<file path="src/hdl/srs_pkg.sv">
// Shared types, constants and helpers for the stable record sorter.
// No dependencies; used by every module of the block.
`default_nettype none
package srs_pkg;

  localparam int MaxRecords    = 1024;
  localparam int MaxFieldBytes = 8;
  localparam int IdxW          = $clog2(MaxRecords);
  localparam int CntW          = IdxW + 1;

  typedef enum logic [2:0] {
    KIND_OPEN  = 3'd0,
    KIND_PUT   = 3'd1,
    KIND_FLUSH = 3'd2,
    KIND_ENUM  = 3'd3,
    KIND_NEXT  = 3'd4,
    KIND_CLOSE = 3'd5
  } kind_e;

  typedef enum logic [2:0] {
    ST_OK           = 3'd0,
    ST_ERROR        = 3'd1,
    ST_INVALID_KEY  = 3'd2,
    ST_INVALID_DATA = 3'd3,
    ST_END          = 3'd4,
    ST_FULL         = 3'd5
  } status_e;

  typedef struct packed {
    logic [2:0]  kind;
    logic        key_bad;
    logic        data_bad;
    logic [63:0] key;
    logic [63:0] data;
  } cmd_t;

  typedef struct packed {
    logic        done;
    logic [2:0]  status;
    logic        record_valid;
    logic [63:0] key;
    logic [63:0] data;
  } res_t;

  // keep the top 'bytes' bytes of a left-aligned key
  function automatic logic [63:0] top_bytes_mask(input logic [3:0] bytes);
    logic [63:0] m;
    if (bytes == 4'd0) m = 64'd0;
    else if (bytes >= 4'd8) m = '1;
    else m = ~64'd0 << (7'd64 - {bytes[2:0], 3'b000});
    return m;
  endfunction

endpackage
`default_nettype wire

</file>
<file path="src/hdl/srs_front.sv">
// Front end: configuration registers, command decode and a two-word queue.
// Depends on srs_pkg.
`default_nettype none
module srs_front (
  input  wire logic              clk_i,
  input  wire logic              rst_ni,
  input  wire logic              start_i,
  output logic                   busy_o,
  input  wire logic [2:0]        kind_i,
  input  wire logic [63:0]       record_key_i,
  input  wire logic [3:0]        key_size_i,
  input  wire logic [63:0]       record_data_i,
  input  wire logic [3:0]        data_size_i,
  input  wire logic              cfg_valid_i,
  output logic                   cfg_ready_o,
  input  wire logic [3:0]        cfg_index_i,
  input  wire logic [3:0]        cfg_data_i,
  output logic                   cmd_valid_o,
  output srs_pkg::cmd_t          cmd_o,
  input  wire logic              cmd_pop_i
);

  logic [3:0] key_len_q, data_len_q;
  srs_pkg::cmd_t q_mem [2];
  logic       wr_ptr_q, rd_ptr_q;
  logic [1:0] fill_q;
  logic       push;
  srs_pkg::cmd_t new_cmd;

  assign cfg_ready_o = 1'b1;
  assign busy_o      = (fill_q == 2'd2);
  assign push        = start_i && !busy_o;
  assign cmd_valid_o = (fill_q != 2'd0);
  assign cmd_o       = q_mem[rd_ptr_q];

  // classify the put checks up front
  always_comb begin
    new_cmd.kind     = kind_i;
    new_cmd.key_bad  = (key_size_i != key_len_q) ||
                       (key_size_i > 4'(srs_pkg::MaxFieldBytes));
    new_cmd.data_bad = (data_size_i != data_len_q) ||
                       (data_size_i > 4'(srs_pkg::MaxFieldBytes));
    new_cmd.key      = record_key_i & srs_pkg::top_bytes_mask(key_size_i);
    new_cmd.data     = record_data_i;
  end

  always_ff @(posedge clk_i or negedge rst_ni) begin
    if (!rst_ni) begin
      key_len_q  <= '0;
      data_len_q <= '0;
    end else if (cfg_valid_i) begin
      if (cfg_index_i == 4'd0) key_len_q <= cfg_data_i;
      else if (cfg_index_i == 4'd1) data_len_q <= cfg_data_i;
    end
  end

  always_ff @(posedge clk_i) begin
    if (push) q_mem[wr_ptr_q] <= new_cmd;
  end

  always_ff @(posedge clk_i or negedge rst_ni) begin
    if (!rst_ni) begin
      wr_ptr_q <= 1'b0;
      rd_ptr_q <= 1'b0;
      fill_q   <= 2'd0;
    end else begin
      if (push) wr_ptr_q <= ~wr_ptr_q;
      if (cmd_pop_i) rd_ptr_q <= ~rd_ptr_q;
      fill_q <= fill_q + 2'(push) - 2'(cmd_pop_i);
    end
  end

endmodule
`default_nettype wire

</file>
<file path="config.mk">
export PLATFORM = sky130hd
export DESIGN_NAME = srs_front
export DESIGN_NICKNAME = d
export VERILOG_FILES = /design/src/hdl/srs_pkg.sv /design/src/hdl/srs_front.sv
export SDC_FILE = /design/constraint.sdc
export NUM_CORES = 1
export LEC_CHECK = 0
export ABC_AREA = 1
export BUFFER_PORTS_ARGS = -buffer_cell sky130_fd_sc_hd__buf_2
export CORE_ASPECT_RATIO = 1.2
export CORE_MARGIN = 10
export CORE_UTILIZATION = 50
export CTS_CLUSTER_SIZE = 24
export DETAILED_ROUTE_END_ITERATION = 8
export PLACE_DENSITY_LB_ADDON = 0.05
export SYNTH_ARGS = -nofsm -noshare
export SYNTH_HDL_FRONTEND = slang
export SYNTH_SLANG_ARGS = --single-unit
</file>
<file path="constraint.sdc">
create_clock -name clk_i -period 8.47 [get_ports clk_i]
set_input_delay 0.847 -clock clk_i [delete_from_list [all_inputs] [get_ports clk_i]]
set_output_delay 0.847 -clock clk_i [all_outputs]
set_load 0.02 [all_outputs]
</file>
== After elaboration in Yosys (flattened, before gate mapping) ==
Memories as Yosys holds them, arrays and structs flattened.
Cells that the tools add are included.

* Flip-flop bits (word level): 12
* Bits in writable memories: 266
* Output and inout port bits: 136
* Word-level logic and storage cells: 34
* Memories: 1

{| class="wikitable"
|+ Memory list
! name !! depth !! width !! read ports !! clocked after memory_dff !! write ports !! line !! RTL
|-
| q_mem || 2 || 133 || 1 || 0 || 1 || srs_front.sv:24 || <nowiki>srs_pkg::cmd_t q_mem [2];</nowiki>
|}

* $add $sub $neg: 3
* Order comparisons: 3
* Equality and inequality tests: 4
* Shifts and indexed selects: 1
* Mux-type cells: 4
* Bitwise gates (word level): 4
* Reductions and logical operators: 9

{| class="wikitable"
|+ Operator list
! operator !! number
|-
| $mux 64 || 2
|-
| $and 64x64->64 || 1
|-
| $shl 64x7->64 const A || 1
|-
| $gt 4x4->1 const B || 2
|-
| $logic_not 4->1 || 2
|-
| $ne 4x4->1 || 2
|-
| $sub 7x6->7 const A || 1
|-
| $eq 4x1->1 const B || 1
|-
| $ge 4x4->1 const B || 1
|-
| $not 1->1 || 3
|-
| $reduce_and 3->1 || 1
|-
| $add 2x1->2 || 1
|-
| $eq 2x2->1 const B || 1
|-
| $logic_or 1x1->1 || 2
|-
| $mux 1 || 2
|-
| $reduce_and 2->1 || 1
|-
| $reduce_bool 2->1 || 1
|-
| $sub 2x1->2 || 1
|-
| $logic_and 1x1->1 || 1
|-
| $logic_not 1->1 || 1
|}

== Longest topological paths before layout ==
Gate-level depths: netlist of run 1.

* Depth after elaboration: 5
* Mapped depth: 7

== Least setup slack after synthesis of run 1 ==
OpenSTA, ideal clock, no wires.

* Path type: in2reg
* From: input start_i
* To: memory q_mem[0][0] (netlist bit), enable pin
* Arrival: 6502 ps
* Required time: 7843 ps
* Slack: 1341 ps
* Stages: 2
* Path buffers: 0
* Cells stage by stage: o21ai_1 -> nor2_1

* Longest elaborated chain between the ends: 3

{| class="wikitable"
|+ Ends and longest elaborated chain
! element !! line !! RTL
|-
| start, declared || srs_front.sv:7 || <nowiki>input wire logic start_i,</nowiki>
|-
| $logic_and 1x1->1 || srs_front.sv:32 || <nowiki>assign push = start_i && !busy_o;</nowiki>
|-
| $mux 1 || srs_front.sv:58 || <nowiki>if (push) q_mem[wr_ptr_q] <= new_cmd;</nowiki>
|-
| $mux 1 (not written as such) || srs_front.sv:58 ||
|-
| end, declared || srs_front.sv:24 ||
|}

No other way between the ends.

==> results of run 1 <==
## through the flow
step / power, mW / worst slack [ns] / area (um2) / hold slack (ns) / utilization
floorplan: 3.216 / 1.341 / 11170 / 0.4530 / -
global placement: 3.630 / 5.424 / 12860 / 0.4742 / 0.5887
detailed placement: 3.671 / 5.387 / 12860 / 0.4925 / 0.5887
CTS: 4.794 / 4.801 / 13690 / 0.1686 / 0.6266
global route: 4.946 / 4.722 / 13700 / 0.1779 / 0.6268
finish: 4.713 / 4.859 / 13700 / 0.1890 / 0.6271
## layer usage
metal	vias to the layer above	wire (um)
met3	27	2083
met4	2	382
li1	2957	-
met1	3000	9554
met5	-	13
met2	212	12790
## cell type report
cell class | count | area [um2]
Antenna cell | 4 | 10.01
Clock buffer | 41 | 790.8
Clock inverter | 9 | 37.54
Fill cell | 1676 | 8149
Inverter | 86 | 322.8
Multi-Input combinational cell | 270 | 2430
Sequential cell | 278 | 8292
Tap cell | 274 | 342.8
Timing Repair Buffer | 292 | 1476
## power by group through the flow
| stage | clock network, mW | registers, mW | logic [mW] |
|---|---|---|---|
| after floorplan | 0 | 2.03 | 1.19 |
| after global placement | 0 | 2.02 | 1.61 |
| after detailed placement | 0 | 2.04 | 1.63 |
| after CTS | 1.15 | 2.01 | 1.63 |
| after global routing | 1.20 | 2.04 | 1.70 |
| final | 1.11 | 2.01 | 1.59 |
## cells by family (layout without fill, tap and decap cells)
logic type / count (synthesis) / count (layout)
xor+xnor: 5 / 5
buf+inv: 105 / 428
simple gates: 86 / 86
other cells: 1 / 5
mux: 133 / 133
flops: 278 / 278
fa+ha+maj: 5 / 5
compound gates: 40 / 40
## sequential cells by signal, indices dropped and copies added, names as in the netlist
| signal | flops |
|---|---|
| data_len_q | 4 |
| fill_q | 2 |
| key_len_q | 4 |
| q_mem | 266 |
| rd_ptr_q | 1 |
| wr_ptr_q | 1 |
## path summary, 6_finish.rpt
kind / from / to / slack, ns / depth (start not counted)
max in group asynchronous: rst_ni / rd_ptr_q$_DFFE_PN0P_ / 8.04 / 1
setup reg to reg: fill_q[1]$_DFF_PN0_ / q_mem[1][94]$_DFFE_PP_ / 6.32 / 4
min in group clk_i: data_len_q[2]$_DFFE_PN0P_ / data_len_q[2]$_DFFE_PN0P_ / 0.49 / 2
hold reg to reg: data_len_q[2]$_DFFE_PN0P_ / data_len_q[2]$_DFFE_PN0P_ / 0.49 / 2
setup / recovery: rd_ptr_q$_DFFE_PN0P_ / cmd_o[92] / 4.86 / 3
hold / removal: rst_ni / rd_ptr_q$_DFFE_PN0P_ / 0.19 / 1
## layout by cell type (no fill, tap or decap), drive strengths merged, types with 9 or more instances in the layout
master	netlist	routed
o21ai	14	14
inv	86	86
mux2	133	133
clkinv	0	9
edfxtp	266	266
dfrtp	12	12
nand2	22	22
nor2	53	53
a21oi	25	25
buf	19	292
nand3	9	9
clkbuf	0	41
==> reports/qor.yml, run 1 <==
yosysMostFrequentCell: "edfxtp_1"
grtUsageTotal: 0.1643
dieWidth_um: 156.4
syn-instance-count: 653
gr-usage-met2: 0.2914
ioPinCount: 288
synth_top_family_by_area: "multiplexers"
status: "complete, no violations"
cts_tree: "yes"
pwr-share-seq: 0.426
avgSynthCellArea_um2: 17.10
muxShareOfSynthArea: 0.1543
grt_max_degree: 82
synthFlopType: "edfxtp_1"
synth_seq_cells: 278
crit_chain: "buf_4 -> mux2_2 -> buf_2"
internal-power_mw: 3.171
synthSimpleGateAreaFrac: 0.03316
worstSetupStartpointType: "flop"
drt-wirelength-per-cell_um: 19.80
syn2layout_area_growth_pct: 22.69
hold_violations: 0
leakagePower_nw: 5.726
synthAdderAreaFrac: 0.005602
cp_top_family: "buffers and inverters"
ys_top_cells_by_count: "266 x edfxtp_1, 84 x inv_1, 73 x mux2_2"
clk_latency_ns: 0.53
cts_resized: 0
relSlewSlack: 0.2460
crit_fanout: 46
critPathCaptureType: "output port"
ant_nets: 0
p_per_area_nw_per_um2: 344.0
post_drt_via_cell_ratio: 4.943
place_congestion: 0.7920
skew_ns: 0.01578
yosys_warnings: 0
cp.arrival_ns: 2.76
fin_setup_tns_ns: 0
p_clk_frac: 0.236
syn_nets: 810
report.final.slew_viol_count: 0
fin_nets: 1113
row_count: 59
drt_iter0_drc: 360
hold_class: "input port to async pin"
fin_crit_sh: 0.4263
layoutNonFillerInstCount: 1254
seq_area_frac_synth: 0.7421
postCtsSetupBuffers: 0
cpPeakStageDelay_ns: 0.86
fp.dieH_um: 183.7
firstDrtPassIters: 5
rsz0062_at_grt: "no"
core_area_um2: 21850
die-area_um2: 28740
routed_wl_um: 24820
p_switching_mw: 1.542
cts_sinks: 278
overflow: 0
setup_violations: 0
first_global_vias: 6849
ys_async_sr_fraction: 0.04317
cap_violations: 0
synthXorXnorAreaFrac: 0.003921
critPathRequiredTime_ns: 7.62
htree_num_levels: 1
path_buf_inv: 2
pwr-share-comb: 0.338
numCtsBuffers: 28
io_buffers: 286
use_met3: 0.05407
start_util: 0.5111
yosysUniqueCellTypes: 26
drc_errors: 0
use_met1: 0.1873
path_class: "flop to output port"
syn_area_um2: 11170
finalCriticalPeriod_ns: 3.611
vias: 6198
cts.clk_slew.worst_paths_ns: 0.06
grt_pass1_wl_um: 36970
dpl.cell_count: 1200
fmaxAchievable_ghz: 0.2769
busiest_layer: "met2"
root_buffer: "clkbuf_16"
yosysTopAreaCell: "edfxtp_1"
synth.top_cell.area_share: 0.7152
ir_drop_mv: 0.2091
synth_compound_area_frac: 0.01849
cts.path.max_buffers: 3
postCtsHoldBufs: 0
dpl.hpwl_um: 17340
ys_top_cells_by_area: "edfxtp_1 72%, mux2_4 8.1%, mux2_2 7.4%"
antenna_found_initial: 5
worst_slew_pin_slew_ns: 1.131
final_layout_size_suffix_gt1_frac: 0.4836
switching_share: 0.3271
synth_edf_count: 266
critPathSlowestCell: "dfrtp_4"
No activity file was read; power rests on OpenSTA's default activity.
==> run 2: changes to the inputs <==
--- a/config.mk
+++ b/config.mk
@@ -9,7 +9,7 @@
 export BUFFER_PORTS_ARGS = -buffer_cell sky130_fd_sc_hd__buf_2
 export CORE_ASPECT_RATIO = 1.2
 export CORE_MARGIN = 10
-export CORE_UTILIZATION = 50
+export CORE_UTILIZATION = 48
 export CTS_CLUSTER_SIZE = 24
 export DETAILED_ROUTE_END_ITERATION = 8
 export PLACE_DENSITY_LB_ADDON = 0.05
==> constraint.sdc (replaced) <==
create_clock -name clk_i -period 3.3 [get_ports clk_i]
set_input_delay 0.33 -clock clk_i [delete_from_list [all_inputs] [get_ports clk_i]]
set_output_delay 0.33 -clock clk_i [all_outputs]
set_load 0.02 [all_outputs]
==> run 2 against run 1 <==
Compared with the run above: core utilization up 0.57 points; sequential share of layout area shrank 3.7 points; routed wire length up 1.6%; total power rose to 2.6 times the previous value; design area increased by 6.4%; non-clock buffer count up 72; global-route usage about the same; register-to-register slack lost 4.9 ns; clock power rose to 2.7 times the previous value; largest power group unchanged; highest routed layer is now met4.
==> reports/qor.yml, run 2 (synthesis gave the netlist of run 1 again) <==
drt_iter0_drc: 406  # was 360
overflow: 0  # unchanged
r2r_slack_ns: 1.39  # was 6.32 ns
cap_violations: 0  # unchanged
routed_wl_um: 25210  # was 24820 um
cts.clk_slew.worst_paths_ns: 0.06  # about the same
r2r_end: "fill_q[1]$_DFF_PN0_"  # was q_mem[1][94]$_DFFE_PP_
post-route-util: 0.6328  # was 0.6271
layout_commonest_cell: "buf_2"  # unchanged
critPathRequiredTime_ns: 2.97  # was 7.62 ns
core_area_um2: 23050  # was 21850 um2
min_path_cells: 3
ioPinCount: 288  # unchanged
cts.path.max_buffers: 3  # unchanged
skew_ns: 0.008836  # was 0.01578 ns
report.final.slew_viol_count: 0  # unchanged
postCtsSetupBuffers: 0  # unchanged
final_area_um2: 14590  # was 13700 um2
start_util: 0.4845  # was 0.5111
largest_reg_flops: 266  # unchanged
fin_nets: 1185  # was 1113
grt_max_degree: 99  # was 82
clk_latency_ns: 0.52  # was 0.53 ns
status: "complete, no violations"  # unchanged
p_per_area_nw_per_um2: 852.3  # was 344.0 nW/um2
ant_nets: 0  # unchanged
placed_area_um2: 12990  # was 12860 um2
row_count: 61  # was 59
final_layout_size_suffix_gt1_frac: 0.4580  # was 0.4836
setup_violations: 0  # unchanged
hold_start: "cfg_data_i[2]"
syn2layout_area_growth_pct: 30.60  # was 22.69%
grtUsageTotal: 0.1647  # was 0.1643
fmaxAchievable_ghz: 0.3685
io_buffers: 286  # unchanged
fin_setup_tns_ns: 0  # unchanged
drc_errors: 0  # unchanged
crit_fanout: 46  # unchanged
cts_tree: "yes"  # unchanged
rsz0062_at_grt: "no"  # unchanged
dieWidth_um: 159.2  # was 156.4 um
hold_class: "input port to flop"  # was input port to async pin
worstSetupStartpointType: "flop"  # unchanged
worstHoldEndpoint: "data_len_q[2]$_DFFE_PN0P_"
r2r_cells: 6  # was 4
firstDrtPassIters: 5  # unchanged
regMostFlops: "q_mem"  # unchanged
hold_violations: 0  # unchanged
p_switching_mw: 4.000  # was 1.542 mW
dpl.hpwl_um: 17220  # was 17340 um
relSlewSlack: 0.4630  # was 0.2460
grt_pass1_wl_um: 39270  # was 36970 um
root_buffer: "clkbuf_16"  # unchanged
drt-wirelength-per-cell_um: 18.45  # was 19.80 um
internal-power_mw: 8.431  # was 3.171 mW
layout_common_cells: "286 x buf_2, 266 x edfxtp_1, 84 x inv_1"  # unchanged
first_global_vias: 7183  # was 6849
worst_hold_slack_ns: 0.1018  # was 0.1890 ns
vias: 6567  # was 6198
cts_sinks: 278  # unchanged
cp.arrival_ns: 2.38  # was 2.76 ns
antenna_found_initial: 3  # was 5
place_congestion: 0.8309  # was 0.7920
p_clk_frac: 0.245  # was 0.236
critPathCaptureType: "output port"  # unchanged
post_drt_via_cell_ratio: 4.807  # was 4.943
ir_drop_mv: 0.6071  # was 0.2091 mV
htree_num_levels: 1  # unchanged
switching_share: 0.3218  # was 0.3271
worst_slew_pin_slew_ns: 0.8035  # was 1.131 ns
leakagePower_nw: 6.083  # was 5.726 nW
path_class: "flop to output port"  # unchanged
finalPower_mw: 12.43  # was 4.713 mW
pwr-share-comb: 0.340  # was 0.338
fin_crit_sh: 0.8223
numCtsBuffers: 28  # unchanged
largest_registers: "q_mem (266), data_len_q (4), key_len_q (4)"  # unchanged
fp.dieH_um: 187.1  # was 183.7 um
pwr-share-seq: 0.414  # was 0.426
reg2reg_from: "fill_q[0]$_DFF_PN0_"  # was fill_q[1]$_DFF_PN0_
finalCriticalPeriod_ns: 2.714
die-area_um2: 29790  # was 28740 um2
## run 2: cell count changes in the layout (fill, tap and decap cells not counted), sizes merged, moves of 3 or more
cell / before / now
bufinv: 0 / 3
clkinv: 9 / 13
clkbuf: 41 / 33
buf: 292 / 295
dlygate4sd3: 0 / 69
## run 2: power by group through the flow
stage               Clock [mW]  Sequential (mW)  Combinational (mW)
finish                    3.05             5.15                4.23
global route              3.31             5.23                4.51
CTS                       3.14             5.16                4.32
detailed placement           0             5.23                4.25
global placement             0             5.18                4.20
floorplan                    0             5.12                3.05
## run 2: area by class of cell
| type | count | area [um2] |
|---|---|---|
| Fill cell | 1746 | 8464 |
| Sequential cell | 278 | 8292 |
| Multi-Input combinational cell | 270 | 2430 |
| Timing Repair Buffer | 364 | 2240 |
| Clock buffer | 33 | 740.7 |
| Tap cell | 315 | 394.1 |
| Inverter | 86 | 322.8 |
| Clock inverter | 17 | 158.9 |
| Antenna cell | 3 | 7.507 |
## run 2: worst max-delay path by stage
stage	start	endpoint	slack (ns)	cells after the start
6_report	rd_ptr_q$_DFFE_PN0P_	cmd_o[83]	0.59	3
5_1_grt	rd_ptr_q$_DFFE_PN0P_	cmd_o[83]	0.45	3
4_1_cts	rd_ptr_q$_DFFE_PN0P_	cmd_o[83]	0.51	3
3_5_place_dp	rd_ptr_q$_DFFE_PN0P_	cmd_o[38]	1.08	3
3_3_place_gp	rd_ptr_q$_DFFE_PN0P_	cmd_o[83]	1.11	3
2_1_floorplan	fill_q[1]$_DFF_PN0_	q_mem[0][0]$_DFFE_PP_	-1.20	3
## run 2: per-layer routing
metal | GRT usage | wire length [um] | vias to the layer above
li1 | - | - | 3099
met1 | 0.1980 | 10200 | 3186
met2 | 0.2847 | 12730 | 244
met3 | 0.04007 | 1628 | 38
met4 | 0.05389 | 653 | 0
met5 | 0 | 0 | -
## run 2: worst max-delay path, stage by stage (launching register included)
cell and delay (ns):
dfrtp_4 0.88, buf_4 0.43, mux2_2 0.37, buf_2 0.16
## run 2: metrics by stage
stage | cells | setup WS [ns]
after CTS | 1363 | 0.5143
final | 1366 | 0.5863
after global routing | 1365 | 0.4486
after floorplan | 653 | -1.204
after global placement | 1244 | 1.114
after detailed placement | 1244 | 1.078
## run 2: repair_timing
action / CTS / global route
hold buffers: 69 / 0
hold endpoints to repair: 147 / 0
gates resized for setup: 0 / 0
==> run 3: changes to the inputs <==
==> constraint.sdc (replaced) <==
create_clock -name clk_i -period 2.4 [get_ports clk_i]
set_input_delay 0.24 -clock clk_i [delete_from_list [all_inputs] [get_ports clk_i]]
set_output_delay 0.24 -clock clk_i [all_outputs]
set_load 0.02 [all_outputs]
==> run 3 against run 2 <==
Compared with the run above: setup slack got worse by 0.38 ns; final cell count rose by 0.29%; hold slack got worse by 0.066 ns; largest cell class unchanged.
==> reports/qor.yml, run 3 (synthesis gave the netlist of run 1 again) <==
status: "complete, no violations"  # unchanged
htree_num_levels: 1  # unchanged
post_drt_via_cell_ratio: 4.781  # was 4.807
critPathRequiredTime_ns: 2.16  # was 2.97 ns
worst_hold_slack_ns: 0.03533  # was 0.1018 ns
worst_slew_pin_slew_ns: 0.5194  # was 0.8035 ns
routed_wl_um: 25520  # was 25210 um
setup_slack_ns: 0.2101  # was 0.5863 ns
fin_crit_sh: 0.9125
grt_max_degree: 75  # was 99
cp.arrival_ns: 1.95  # was 2.38 ns
dieWidth_um: 159.2  # unchanged
rsz0062_at_grt: "no"  # unchanged
cts_resized: 0  # unchanged
regMostFlops: "q_mem"  # unchanged
r2r_end: "fill_q[1]$_DFF_PN0_"  # unchanged
fp.dieH_um: 187.1  # unchanged
largest_registers: "q_mem (266), data_len_q (4), key_len_q (4)"  # unchanged
cts_tree: "yes"  # unchanged
layoutNonFillerInstCount: 1370  # was 1366
place_ws_ns: 0.5798  # was 1.078 ns
drt_iter0_drc: 323  # was 406
clk_latency_ns: 0.54  # was 0.52 ns
cts_sinks: 278  # unchanged
endpoint: "cmd_o[81]"  # was cmd_o[83]
dpl.cell_count: 1247  # was 1244
final_layout_size_suffix_gt1_frac: 0.4586  # was 0.4580
cts.clk_slew.worst_paths_ns: 0.06  # about the same
ioPinCount: 288  # unchanged
r2r_slack_ns: 0.81  # was 1.39 ns
row_count: 61  # unchanged
setup_violations: 0  # unchanged
fmaxAchievable_ghz: 0.4566
cts.path.max_buffers: 3  # unchanged
vias: 6550  # was 6567
cap_violations: 0  # unchanged
placed_area_um2: 13080  # was 12990 um2
place_congestion: 0.8275  # was 0.8309
worstSetupStartpointType: "flop"  # unchanged
ant_nets: 0  # unchanged
skew_ns: 0.02481  # was 0.008836 ns
final_area_um2: 14650  # was 14590 um2
finalCriticalPeriod_ns: 2.190
hold_violations: 0  # unchanged
grtUsageTotal: 0.1637  # was 0.1647
syn2layout_area_growth_pct: 31.19  # was 30.60%
report.final.slew_viol_count: 0  # unchanged
layout_common_cells: "286 x buf_2, 266 x edfxtp_1, 83 x inv_1"  # was 286 x buf_2, 266 x edfxtp_1, 84 x inv_1
dpl.hpwl_um: 17600  # was 17220 um
overflow: 0  # unchanged
path_class: "flop to output port"  # unchanged
critPathCaptureType: "output port"  # unchanged
drt-wirelength-per-cell_um: 18.63  # was 18.45 um
r2r_cells: 6  # unchanged
reg2reg_from: "fill_q[0]$_DFF_PN0_"  # unchanged
start_util: 0.4845  # unchanged
antenna_found_initial: 5  # was 3
relSlewSlack: 0.6537  # was 0.4630
root_buffer: "clkbuf_16"  # unchanged
io_buffers: 286  # unchanged
fin_nets: 1190  # was 1185
largest_reg_flops: 266  # unchanged
firstDrtPassIters: 4  # was 5
ir_drop_mv: 0.7963  # was 0.6071 mV
leakagePower_nw: 6.098  # was 6.083 nW
numCtsBuffers: 28  # unchanged
core_area_um2: 23050  # unchanged
layout_commonest_cell: "buf_2"  # unchanged
first_global_vias: 7305  # was 7183
crit_fanout: 14  # was 46
die-area_um2: 29790  # unchanged
grt_pass1_wl_um: 39460  # was 39270 um
hold_class: "input port to flop"  # unchanged
p_per_area_nw_per_um2: 1163  # was 852.3 nW/um2
drc_errors: 0  # unchanged
startpoint: "rd_ptr_q$_DFFE_PN0P_"  # unchanged
[run 3: per-layer routing]
layer  track usage  wire length [um]
met1        0.1900             10120
met3       0.04381              1736
met2        0.2940             13240
met4       0.03961               419
met5             0                 8
[run 3: repair_timing]
item	4_1_cts	5_1_grt
hold buffers	70	0
endpoints found under the setup margin	0	4
buffers inserted	0	1
endpoints found under the hold margin	148	0
[run 3: critical path, cell delays in order, from the launching register on]
cell and delay [ns]:
dfrtp_4 0.63, buf_4 0.28, mux2_2 0.35, buf_2 0.16
[run 3: final cells by class]
cell class	instances	area [um2]
sequential	278	8292
clock buffer	41	800.8
fill	1790	8398
antenna	4	10.01
clock inverter	7	41.29
multi-input combinational	270	2441
inverter	86	322.8
tap	315	394.1
timing repair buffer	369	2350
[run 3: metrics by stage]
step	utilization	setup TNS, ns	power (mW)
2_1_floorplan	-	-141.59	11.19
3_3_place_gp	0.5676	0	13.06
3_5_place_dp	0.5676	0	13.18
4_1_cts	0.6346	0	17.25
5_1_grt	0.6355	0	17.88
6_report	0.6357	0	17.05
[run 3: worst min-delay path by stage]
stage,depth (start not counted),slack (ns),start,to
finish,3,0.04,cfg_data_i[3],data_len_q[3]$_DFFE_PN0P_
CTS,3,0.005,cfg_data_i[3],data_len_q[3]$_DFFE_PN0P_
global placement,1,0.13,rst_ni,fill_q[0]$_DFF_PN0_
detailed placement,1,0.14,rst_ni,fill_q[0]$_DFF_PN0_
global route,3,0.03,cfg_data_i[1],data_len_q[1]$_DFFE_PN0P_
floorplan,0,-0.06,rst_ni,data_len_q[0]$_DFFE_PN0P_
[run 3: power breakdown]
part	internal, mW	leakage, nW	switching [mW]
Clock	2.29	0.411	1.67
Combinational	2.57	3.06	3.53
Sequential	6.64	2.63	0.344
